### src/design/operating_mode_priority_arbiter_unit_defines.svh
// ---------------------------------------------------------------------------
// Operating mode priority arbiter assertion macros
// Shared concurrent assertion forms that can be compiled out as a group.
// ---------------------------------------------------------------------------
`ifndef OPERATING_MODE_PRIORITY_ARBITER_UNIT_DEFINES_SVH
`define OPERATING_MODE_PRIORITY_ARBITER_UNIT_DEFINES_SVH

`ifndef NO_ASSERTIONS
`define OMP_ASSERT_SAME(lbl, clk, rst_n, ante, cons, msg) \
  lbl: assert property (@(posedge clk) disable iff (!rst_n) (ante) |-> (cons)) \
    else $error(msg);
`define OMP_ASSERT_NEXT(lbl, clk, rst_n, ante, cons, msg) \
  lbl: assert property (@(posedge clk) disable iff (!rst_n) (ante) |=> (cons)) \
    else $error(msg);
`else
`define OMP_ASSERT_SAME(lbl, clk, rst_n, ante, cons, msg)
`define OMP_ASSERT_NEXT(lbl, clk, rst_n, ante, cons, msg)
`endif

`endif

### src/design/omp_pkg.sv
// ---------------------------------------------------------------------------
// Operating mode priority arbiter package
// Types, priority tables and codes shared by the arbiter modules.
// ---------------------------------------------------------------------------
package omp_pkg;

  localparam int DEF_NUM_CLIENTS = 8;
  localparam int MASK_W          = 16;
  localparam int MODE_W          = 12;
  localparam int INDEX_W         = 8;
  localparam int NUM_PRIO        = 10;

  typedef logic [MASK_W-1:0] mask_t;
  typedef logic [MODE_W-1:0] mode_t;

  localparam mask_t KEEP_BITS    = 16'h0060;
  localparam mask_t REFUSE_BIT   = 16'h0040;
  localparam mask_t REFUSE_BLOCK = 16'h0208;
  localparam mode_t RESET_MODE   = 12'h100;
  localparam mask_t RESET_MERGED = 16'h0100;

  localparam logic [1:0] EXTRA_NONE   = 2'd0;
  localparam logic [1:0] EXTRA_MODE40 = 2'd1;
  localparam logic [1:0] EXTRA_LATCH  = 2'd2;
  localparam logic [1:0] EXTRA_CLEAR  = 2'd3;

  localparam mode_t PRIO_BIT [NUM_PRIO] = '{
    12'h100, 12'h400, 12'h200, 12'h080, 12'h040,
    12'h800, 12'h008, 12'h004, 12'h002, 12'h001
  };
  localparam logic PRIO_HIGH [NUM_PRIO] = '{
    1'b0, 1'b1, 1'b1, 1'b0, 1'b0, 1'b0, 1'b1, 1'b1, 1'b1, 1'b1
  };
  localparam logic [1:0] PRIO_EXTRA [NUM_PRIO] = '{
    EXTRA_NONE, EXTRA_NONE, EXTRA_NONE, EXTRA_NONE, EXTRA_MODE40,
    EXTRA_NONE, EXTRA_NONE, EXTRA_NONE, EXTRA_LATCH, EXTRA_CLEAR
  };

  typedef struct packed {
    logic       found;
    logic       refused;
    logic       fired;
    logic       high_args;
    logic [1:0] extra_action;
    mode_t      mode;
  } sel_t;

endpackage

### src/design/omp_client_store.sv
// ---------------------------------------------------------------------------
// Operating mode client store
// Holds one request mask per client and merges them with the incoming word.
// ---------------------------------------------------------------------------
module omp_client_store #(
  parameter int NUM_CLIENTS = omp_pkg::DEF_NUM_CLIENTS
) (
  input  logic                        clk,
  input  logic                        rst_n,
  input  logic [omp_pkg::INDEX_W-1:0] client_index,
  input  omp_pkg::mask_t              new_mask,
  input  logic                        wr_en,
  input  omp_pkg::mask_t              wr_data,
  output logic                        in_range,
  output omp_pkg::mask_t              merged_or
);
  import omp_pkg::*;

  localparam int IDX_W = (NUM_CLIENTS > 1) ? $clog2(NUM_CLIENTS) : 1;

  mask_t            clients_r [NUM_CLIENTS];
  logic [IDX_W-1:0] slot;

  assign slot     = client_index[IDX_W-1:0];
  assign in_range = ({1'b0, client_index} < (INDEX_W + 1)'(NUM_CLIENTS));

  always_comb begin
    merged_or = '0;
    for (int i = 0; i < NUM_CLIENTS; i++) begin
      if (in_range && (slot == IDX_W'(i))) begin
        merged_or = merged_or | new_mask;
      end else begin
        merged_or = merged_or | clients_r[i];
      end
    end
  end

  always_ff @(posedge clk) begin
    if (!rst_n) begin
      for (int i = 0; i < NUM_CLIENTS; i++) begin
        clients_r[i] <= '0;
      end
    end else if (wr_en && in_range) begin
      clients_r[slot] <= wr_data;
    end
  end

endmodule

### src/design/omp_mode_select.sv
// ---------------------------------------------------------------------------
// Operating mode selector
// Fixed priority pick over the merged mask with refusal and event detection.
// ---------------------------------------------------------------------------
module omp_mode_select (
  input  omp_pkg::mask_t cur_mask,
  input  omp_pkg::mask_t prev_mask,
  output omp_pkg::sel_t  sel
);
  import omp_pkg::*;

  logic dropped;

  always_comb begin
    sel     = '0;
    dropped = 1'b0;
    for (int i = 0; i < NUM_PRIO; i++) begin
      if (!sel.found) begin
        if ((cur_mask[MODE_W-1:0] & PRIO_BIT[i]) != '0) begin
          if ((PRIO_BIT[i] == REFUSE_BIT[MODE_W-1:0]) && ((cur_mask & REFUSE_BLOCK) != '0)) begin
            sel.refused = 1'b1;
          end else begin
            sel.found = 1'b1;
            sel.mode  = PRIO_BIT[i];
            if ((i != 0) && (((prev_mask[MODE_W-1:0] & PRIO_BIT[i]) == '0) || dropped)) begin
              sel.fired        = 1'b1;
              sel.high_args    = PRIO_HIGH[i];
              sel.extra_action = PRIO_EXTRA[i];
            end
          end
        end else if ((prev_mask[MODE_W-1:0] & PRIO_BIT[i]) != '0) begin
          dropped = 1'b1;
        end
      end
    end
  end

endmodule

### src/design/operating_mode_priority_arbiter_unit.sv
// An accepted word is registered in the input register, and its result word in the result register.
// Throughput: one word per cycle while the output is not stalled; the mask merge and priority chain sit in one stage.
// Reset: synchronous, active low; client masks clear, merged mask and mode load 0x100.
// A stalled output holds the result register, and the input register while it holds a word.
// ---------------------------------------------------------------------------
// Operating mode priority arbiter
// Registers each client request word, merges all client masks and picks the
// active operating mode by fixed priority, reporting mode entry events.
// ---------------------------------------------------------------------------
`include "operating_mode_priority_arbiter_unit_defines.svh"

module operating_mode_priority_arbiter_unit #(
  parameter int NUM_CLIENTS = omp_pkg::DEF_NUM_CLIENTS
) (
  input  logic        clk,
  input  logic        rst_n,
  input  logic        in_tvalid,
  output logic        in_tready,
  // new_mask [15:0], client_index [23:16]
  input  logic [23:0] in_tdata,
  output logic        out_tvalid,
  input  logic        out_tready,
  // active_mode [11:0], combined_mask [27:12], transition_fired [28],
  // high_args [29], extra_action [31:30]
  output logic [31:0] out_tdata
);
  import omp_pkg::*;

  logic                 s1_valid_r;
  mask_t                s1_mask_r;
  logic [INDEX_W-1:0]   s1_idx_r;
  logic                 out_valid_r;
  logic [31:0]          out_data_r;
  mask_t                merged_r;
  mode_t                current_r;
  logic                 adv;
  logic                 step;
  logic                 in_range;
  mask_t                merged_or;
  mask_t                cur_mask;
  mask_t                wr_data;
  mask_t                combined;
  mode_t                mode_nxt;
  sel_t                 sel;

  assign adv       = !out_valid_r || out_tready;
  assign step      = s1_valid_r && adv;
  assign in_tready = !s1_valid_r || adv;

  always_ff @(posedge clk) begin
    if (!rst_n) begin
      s1_valid_r <= 1'b0;
    end else if (in_tready) begin
      s1_valid_r <= in_tvalid;
    end
  end

  always_ff @(posedge clk) begin
    if (in_tready && in_tvalid) begin
      s1_mask_r <= in_tdata[15:0];
      s1_idx_r  <= in_tdata[23:16];
    end
  end

  omp_client_store #(
    .NUM_CLIENTS(NUM_CLIENTS)
  ) u_store (
    .clk         (clk),
    .rst_n       (rst_n),
    .client_index(s1_idx_r),
    .new_mask    (s1_mask_r),
    .wr_en       (step),
    .wr_data     (wr_data),
    .in_range    (in_range),
    .merged_or   (merged_or)
  );

  assign cur_mask = (merged_r & KEEP_BITS) | merged_or;

  omp_mode_select u_select (
    .cur_mask (cur_mask),
    .prev_mask(merged_r),
    .sel      (sel)
  );

  assign wr_data  = sel.refused ? (s1_mask_r & ~REFUSE_BIT) : s1_mask_r;
  assign combined = sel.refused ? (cur_mask & ~REFUSE_BIT) : cur_mask;
  assign mode_nxt = sel.found ? sel.mode : current_r;

  always_ff @(posedge clk) begin
    if (!rst_n) begin
      merged_r  <= RESET_MERGED;
      current_r <= RESET_MODE;
    end else if (step) begin
      merged_r  <= combined;
      current_r <= mode_nxt;
    end
  end

  always_ff @(posedge clk) begin
    if (!rst_n) begin
      out_valid_r <= 1'b0;
    end else if (step) begin
      out_valid_r <= 1'b1;
    end else if (out_tready) begin
      out_valid_r <= 1'b0;
    end
  end

  always_ff @(posedge clk) begin
    if (step) begin
      out_data_r <= {sel.extra_action, sel.high_args, sel.fired, combined, mode_nxt};
    end
  end

  assign out_tvalid = out_valid_r;
  assign out_tdata  = out_data_r;

  `OMP_ASSERT_SAME(a_mode_onehot, clk, rst_n, 1'b1, $onehot(current_r), "active mode is not one-hot")
  `OMP_ASSERT_SAME(a_quiet_args, clk, rst_n, out_tvalid && !out_tdata[28], out_tdata[31:29] == 3'b000, "event arguments set without an event")
  `OMP_ASSERT_SAME(a_no_base_event, clk, rst_n, out_tvalid && out_tdata[28], out_tdata[11:0] != RESET_MODE, "base mode reported an entry event")
  `OMP_ASSERT_NEXT(a_hold_stage, clk, rst_n, s1_valid_r && !adv, s1_valid_r && $stable(s1_mask_r) && $stable(s1_idx_r), "input stage lost a word under stall")

endmodule
### config.mk
export PLATFORM = sky130hd
export DESIGN_NAME = operating_mode_priority_arbiter_unit
export DESIGN_NICKNAME = d
export VERILOG_FILES = /design/src/design/omp_pkg.sv /design/src/design/omp_client_store.sv /design/src/design/omp_mode_select.sv /design/src/design/operating_mode_priority_arbiter_unit.sv
export VERILOG_INCLUDE_DIRS = /design/src /design/src/design
export SDC_FILE = /design/constraint.sdc
export NUM_CORES = 1
export LEC_CHECK = 0
export ABC_CLOCK_PERIOD_IN_PS = 4700
export BUFFER_PORTS_ARGS = -buffer_cell sky130_fd_sc_hd__buf_2
export CELL_PAD_IN_SITES_DETAIL_PLACEMENT = 0
export CELL_PAD_IN_SITES_GLOBAL_PLACEMENT = 1
export CORE_ASPECT_RATIO = 0.6
export CORE_UTILIZATION = 30
export CTS_CLUSTER_SIZE = 14
export DETAILED_ROUTE_END_ITERATION = 8
export PLACE_DENSITY_LB_ADDON = 0.25
export SLEW_MARGIN = 10
export SYNTH_ARGS = -nofsm -noshare
export SYNTH_HDL_FRONTEND = slang
export SYNTH_SLANG_ARGS = --single-unit
### constraint.sdc
create_clock -name clk -period 4.7 [get_ports clk]
set_input_delay 0.705 -clock clk [delete_from_list [all_inputs] [get_ports clk]]
set_output_delay 0.705 -clock clk [all_outputs]
set_load 0.01 [all_outputs]
# [Word level (Yosys, flattened, before mapping)]
# Memories as Yosys holds them, arrays and structs flattened.
# Cells that the tools add are included.
[totals] ff_bits=82 ramBits=128 in_bits=28 output_inout_bits=34 wordCells=162 mem_count=1
[memory_table] memory="u_store.clients_r" depth=8 width=16 rd=8 rd_ports_with_merged_regs=0 wr=8 line_no="omp_client_store.sv:21" source="mask_t clients_r [NUM_CLIENTS];"
[op_classes] magnitude_cmp=1 eq_ne=7 muxes=94 bitwise_logic=15 reduce_logical=37
[ops] operator="$mux W16" n=26
[ops] operator="$or A16 B16 Y16" n=14
[ops] operator="$logic_not A12 Y1" n=9
[ops] operator="$mux W1" n=52
[ops] operator="$mux W18" n=2
[ops] operator="$mux W4" n=9
[ops] operator="$or A7 B16 Y16" n=1
[ops] operator="$reduce_bool A16 Y1" n=1
[ops] operator="$reduce_or A16 Y1" n=1
[ops] operator="$mux W7" n=2
[ops] operator="$eq A3 B3 Y1 const B" n=4
[ops] operator="$mux W12" n=1
[ops] operator="$logic_and A1 B1 Y1" n=11
[ops] operator="$logic_or A1 B1 Y1" n=11
[ops] operator="$mux W9" n=1
[ops] operator="$lt A8 B4 Y1 const B" n=1
[ops] operator="$eq A3 B2 Y1 const B" n=2
[ops] operator="$eq A3 B1 Y1 const B" n=1
[ops] operator="$logic_not A3 Y1" n=1
[ops] operator="$mux W3" n=1
[ops] operator="$logic_not A1 Y1" n=2
[ops] operator="$reduce_bool A2 Y1" n=1

# [Longest topological paths before layout]
[logic_depth] depth_word=49 ltp_mapped=15 ltp_nobuf=10

# [Hierarchy]
# From an unflattened synthesis, not the netlist that was laid out.
[hier_totals] hier_cells=764 area_unflattened_um2=9615.5
[by_module_without_submodules] mod="omp_client_store" n_inst=1 cells_per_inst=501 area_per_inst_um2=6044.5
[by_module_without_submodules] mod="operating_mode_priority_arbiter_unit" n_inst=1 cells_per_inst=208 area_per_inst_um2=3198.1
[by_module_without_submodules] mod="omp_mode_select" n_inst=1 cells_per_inst=55 area_per_inst_um2=372.9

# [Worst setup path after synthesis]
# OpenSTA, ideal clock, no wires.
[synth_path] path_type="reg2reg" start="register s1_idx_r[7]" end="register current_r[1]" setup_time_ns=0.068 arrival_time_ns=3.569 required_time_ns=4.632 setup_slack_ns=1.062 path_stages_with_launch=13 path_buffers=3 period_less_slack_ns=3.638 path_cell_list="edfxtp_1 > buf_6 > or4b_4 > buf_6 > or3_1 > a221o_1 > or3_4 > or4_1 > buf_4 > nor2_2 > nand2_2 > or3_4 > o21ai_2"
[synth_between] word_cells_on_any_way=71 classes_between="1 x order compare; 46 x mux; 15 x bitwise; 9 x reduce/logical"
[synth_rtl] element="from (decl)" line_no="operating_mode_priority_arbiter_unit.sv:31" source="logic [INDEX_W-1:0] s1_idx_r;"
[synth_rtl] element="from (signal assigned)" line_no="operating_mode_priority_arbiter_unit.sv:61" source="s1_idx_r <= in_tdata[23:16];"
[synth_rtl] element="$lt A8 B4 Y1 *" line_no="omp_client_store.sv:25" source="assign in_range = ({1'b0, client_index} < (INDEX_W + 1)'(NUM_CLIENTS));"
[synth_rtl] element="$logic_and A1 B1 Y1" line_no="omp_client_store.sv:30" source="if (in_range && (slot == IDX_W'(i))) begin"
[synth_rtl] element="$mux W16" line_no="omp_client_store.sv:30"
[synth_rtl] element="$or A16 B16 Y16, on equally long branches" line_no="omp_client_store.sv:33, omp_client_store.sv:31"
[synth_rtl] element="$mux W16" line_no="omp_client_store.sv:30"
[synth_rtl] element="$or A16 B16 Y16, on equally long branches" line_no="omp_client_store.sv:33, omp_client_store.sv:31"
[synth_rtl] element="$mux W16" line_no="omp_client_store.sv:30"
[synth_rtl] element="$or A16 B16 Y16, on equally long branches" line_no="omp_client_store.sv:33, omp_client_store.sv:31"
[synth_rtl] element="[10 not listed]"
[synth_rtl] element="via combined[7]" line_no="operating_mode_priority_arbiter_unit.sv:42" source="mask_t combined;"
[synth_rtl] element="[8 not listed]"
[synth_rtl] element="$mux W16" line_no="omp_mode_select.sv:18" source="if (!sel.found) begin"
[synth_rtl] element="$mux W16" line_no="omp_mode_select.sv:19" source="if ((cur_mask[MODE_W-1:0] & PRIO_BIT[i]) != '0) begin"
[synth_rtl] element="$mux W16" line_no="omp_mode_select.sv:18"
[synth_rtl] element="$mux W16" line_no="omp_mode_select.sv:19"
[synth_rtl] element="$mux W16" line_no="omp_mode_select.sv:18"
[synth_rtl] element="$mux W16" line_no="omp_mode_select.sv:19"
[synth_rtl] element="$mux W16" line_no="omp_mode_select.sv:18"
[synth_rtl] element="$mux W12 *" line_no="operating_mode_priority_arbiter_unit.sv:88" source="assign mode_nxt = sel.found ? sel.mode : current_r;"
[synth_rtl] element="to (signal assigned)" line_no="operating_mode_priority_arbiter_unit.sv:96" source="current_r <= mode_nxt;"
[synth_rtl] element="to (decl)" line_no="operating_mode_priority_arbiter_unit.sv:35" source="mode_t current_r;"
# The timed path passes the listed nets; every way through them passes the cells marked *.
# A chain may end at the register's enable or synchronous reset.

# [Final worst setup path]
[layout_path] start="register s1_idx_r[0]" end="register current_r[7]"
[layout_between] word_cells_on_any_way=79 classes_between="1 x order compare; 7 x eq/ne; 46 x mux; 15 x bitwise; 10 x reduce/logical"
[layout_rtl] element="$lt A8 B4 Y1 / $logic_not A3 Y1 (equally long branches)" line_no="omp_client_store.sv:25, omp_client_store.sv:30"
[layout_rtl] element="$logic_and A1 B1 Y1" line_no="omp_client_store.sv:30"
[layout_rtl] element="$mux W16" line_no="omp_client_store.sv:30"
[layout_rtl] element="$or A16 B16 Y16, on equally long branches" line_no="omp_client_store.sv:33, omp_client_store.sv:31"
[layout_rtl] element="$mux W16" line_no="omp_client_store.sv:30"
[layout_rtl] element="$or A16 B16 Y16, on equally long branches" line_no="omp_client_store.sv:33, omp_client_store.sv:31"
[layout_rtl] element="$mux W16" line_no="omp_client_store.sv:30"
[layout_rtl] element="$or A16 B16 Y16, on equally long branches" line_no="omp_client_store.sv:33, omp_client_store.sv:31"
[layout_rtl] element="[10 not listed]"
[layout_rtl] element="via combined[9]" line_no="operating_mode_priority_arbiter_unit.sv:42"
[layout_rtl] element="[10 not listed]"
[layout_rtl] element="$mux W16" line_no="omp_mode_select.sv:18"
[layout_rtl] element="$mux W16" line_no="omp_mode_select.sv:19"
[layout_rtl] element="$mux W16" line_no="omp_mode_select.sv:18"
[layout_rtl] element="$mux W16" line_no="omp_mode_select.sv:19"
[layout_rtl] element="$mux W16" line_no="omp_mode_select.sv:18"
[layout_rtl] element="$mux W16" line_no="omp_mode_select.sv:19"
[layout_rtl] element="$mux W16" line_no="omp_mode_select.sv:18"
[layout_rtl] element="$mux W12 *" line_no="operating_mode_priority_arbiter_unit.sv:88"
# Marks and branches as above.

==> impl_results.md <==
* Run status: finished clean
* Post-synth EDFFs at roughly 180
* Final wirelength at 28000 microns
* DR WL met2 at about 11000 microns
* Post-synth top area share at 60.8%
* Max incr delay on CP at 0.74 ns
* Xor/xnor cell area share of the yosys netlist at 0%
* Power Total at 0.00397 W
* Floorplan core area at slightly below 0.03 sq mm
* CTS tree: built
* Clock power share at 41.5%
* Worst-skew pair later-pin latency at between 0.5 and 0.6 ns
* Pin count of the biggest net entering global routing at 49
* Clock-pin slew on the worst setup and hold paths at roughly 0.060 ns
* Final setup vio count at 0
* Pwr dens at between 300 and 400 mW/mm^2
* Leakage at 3.76 nW
* Vias per cell at between 5 and 6
* Setup crit end kind: register
* Clock Sinks at approximately 210
* Routability congestion estimate at 0.860
* Worst r2r src: s1_idx_r[0]$_DFFE_PP_
* Met1 wire length at ~14000 microns
* Family with the most delay on the worst path: simple AND/OR/NAND/NOR gates
* Synth Register Bits at ~210
* Hold Path Class: in2reg
* GRT overflow at 0
* Fin cells at ~1200
* Max clock buf depth at 3
* GRT Total Usage at a little under a fifth
* Yosys cell types at 72
* Top sig layer: met4
* Async S/R FF share, synth at 0%
* Starting DRT DRC Count at 738
* Top cells by area, synth: edfxtp_1, and2_1, dfxtp_1
* Post-Syn Instances at 697
* First-pass DRT Iterations at 5
* Simple-gate share of the synthesized area at between 15 and 20%
* Post-Syn Nets at 725
* Worst relative slew slack at between 30% and 40%
* Vias in the first global route at just over 6000
* Final period utilization at 92.3%
* Hold buffers post-CTS at 0
* FF-to-FF path depth at 10
* Syn Std Cell Area at slightly above 0.009 sq mm
* Max Cap Viol at 0
* Final Hold Viols at 0
* # port buffers at a little over 60
* Nets at between 800 and 900
* Avg Inst Size Synth at ~13 sq um
* Combinational family with the most area after synthesis: simple AND/OR/NAND/NOR gates
* Most common cell in the synthesized netlist: edfxtp_1
* CP Launch Type: register
* Peak Freq at roughly 0.23 GHz
* Met3 routed WL at 1980 microns
* TritonCTS buffer count at 21
* CTS Root Cell: clkbuf_16
* YS warnings at 0
* Minimum hold slack at between 0.3 and 0.4 ns
* Worst Hold End: s1_mask_r[13]$_DFFE_PP_
* Placed cells at ~1200
* Reg2reg setup slack at 0.36 ns
* Final setup TNS at 0 ns
* Drt wl/cell at approximately 23 microns
* Slew Limit Fails at 0
* Effective utilization at floorplan at 31.1%
* DRC Markers at 0
* Sequential share of the synthesized area at between 60 and 70%
* Layout cells sized above 1 at about a fifth
* DR vias at around 6200
* CP max FO at 14
* Post-synthesis compound-gate area fraction at ~12%
* Post-synth top cells: edfxtp_1, and2_1, nand2_1
* Switch share at 22.4%
* I/O pin cnt at 62
* Post_cts resized at 0
* Crit Path Category: reg2reg
* ANT cells at 0
* Multiplexer area fraction after synthesis at 0.124%
* Combinational fraction of design power at 4.8%
* Max stage delay cell, worst path: or4b_1
* Switching Power at between 0.0008 and 0.0009 W
* Post-CTS Setup Bufs at 0
* P&R area growth vs syn at 17.4%
* Internal Power at approximately 0.003 W
* Worst hold stages at 1
* Post-Synth Adder-Cell Area at 0%
* Seq pwr share at 53.7%
* Data arrival time of the worst path at roughly 4.8 ns
* Worst EP required at 5.15 ns
* Die area at between 0.03 and 0.04 sq mm
* Worst-Margin Slew at about 1.0 ns
* Peak supply drop at roughly 0.22 mV
* Core Rows at 48
* CP bufs+invs at 1
* CTS H-tree depth at 1
* Die Width at 227 microns
* CP cell instances: or4b_1 > o31a_1 > a2111oi_0 > and4_1 > inv_2 > or4_1 > and4bb_1 > nand2b_1 > a21oi_1 > nor2b_1
* Dominant synthesized flop cell: edfxtp_1
* Global-route wire length before repair at 40700 microns
* Hold_sp: in_tdata[13]
* Largest area contributor in the netlist: edfxtp_1
* R2R Path End: current_r[7]$_SDFFE_PN0P_
* Final HPWL from detailed placement at about 18000 microns
* Initial antenna violation count at 1
* Post-layout minimum cycle time at 4.34 ns
* Final ANT Viol Nets at 0
* Max Clock Skew at roughly 0.0067 ns
* Die height at ~140 microns
* RSZ-0062 raised after global routing: false
==> power by group through the flow <==
| stage | clock network (W) | registers, W | logic, W |
|---|---|---|---|
| global route | 0.00176 | 0.00214 | 0.000204 |
| floorplan | 0 | 0.00216 | 0.000103 |
| CTS | 0.00168 | 0.00213 | 0.000189 |
| detailed placement | 0 | 0.00217 | 0.000188 |
| finish | 0.00165 | 0.00213 | 0.000189 |
| global placement | 0 | 0.00217 | 0.000187 |
==> state kept, by name (all words and copies together) (netlist names) <==
name / cells
merged_r: 11
s1_idx_r: 8
s1_valid_r: 1
s1_mask_r: 16
current_r: 12
out_tvalid: 1
out_tdata: 32
u_store.clients_r: 128
==> logic make-up (layout without fill, tap and decap cells) <==
logic type | Yosys count | count (layout)
DFF | 209 | 209
AOI/OAI and AO/OA | 150 | 150
buffers and inverters | 55 | 148
and+or+nand+nor | 282 | 282
muxes | 1 | 1
==> layout by cell type (no fill, tap or decap), drive strengths merged, types with 6 or more instances in the layout <==
cell      n
edfxtp  184
and2    124
buf      97
nand2    37
o21ai    29
clkbuf   27
nor2     26
dfxtp    25
nor3     17
a22oi    15
nand3    15
inv      14
a21oi    13
a222oi   12
o22ai    10
a21boi    9
nor3b     9
or3       9
clkinv    8
o211a     7
a221o     6
nor4      6
==> how the worst max path moves through the flow <==
stage / slack, ns / start / end / cells past startpoint
finish: 0.36 / s1_idx_r[0]$_DFFE_PP_ / current_r[7]$_SDFFE_PN0P_ / 10
global route: 0.08 / s1_idx_r[0]$_DFFE_PP_ / current_r[11]$_SDFFE_PN0P_ / 10
CTS: 0.39 / s1_idx_r[0]$_DFFE_PP_ / current_r[7]$_SDFFE_PN0P_ / 10
detailed placement: 0.41 / s1_idx_r[0]$_DFFE_PP_ / current_r[7]$_SDFFE_PN0P_ / 10
global placement: 0.51 / s1_idx_r[0]$_DFFE_PP_ / current_r[7]$_SDFFE_PN0P_ / 9
floorplan: 1.06 / s1_idx_r[7]$_DFFE_PP_ / current_r[1]$_SDFFE_PN0P_ / 12
==> per-layer routing <==
metal | up-vias | track usage (%)
li1 | 2821 | -
met1 | 3122 | 29.3
met2 | 264 | 25.5
met3 | 27 | 3.33
met4 | 0 | 3.60
met5 | - | 0
==> metrics by stage <==
stage	util, %	setup slack, ns	area (sq um)
floorplan	-	1.06	9080
detailed placement	34.2	0.410	10000
CTS	36.5	0.388	10700
global placement	34.2	0.507	10000
finish	36.5	0.364	10700
global route	36.5	0.0780	10700
==> area by class of cell <==
cell class                      count  area (sq um)
Fill cell                        2820         18600
Inverter                           13          48.8
Tap cell                          400           500
Multi-Input combinational cell    433          2840
Clock buffer                       27           548
Clock inverter                     11           103
Sequential cell                   209          6030
Timing Repair Buffer               97           601
(Power assumes the default switching activity.)
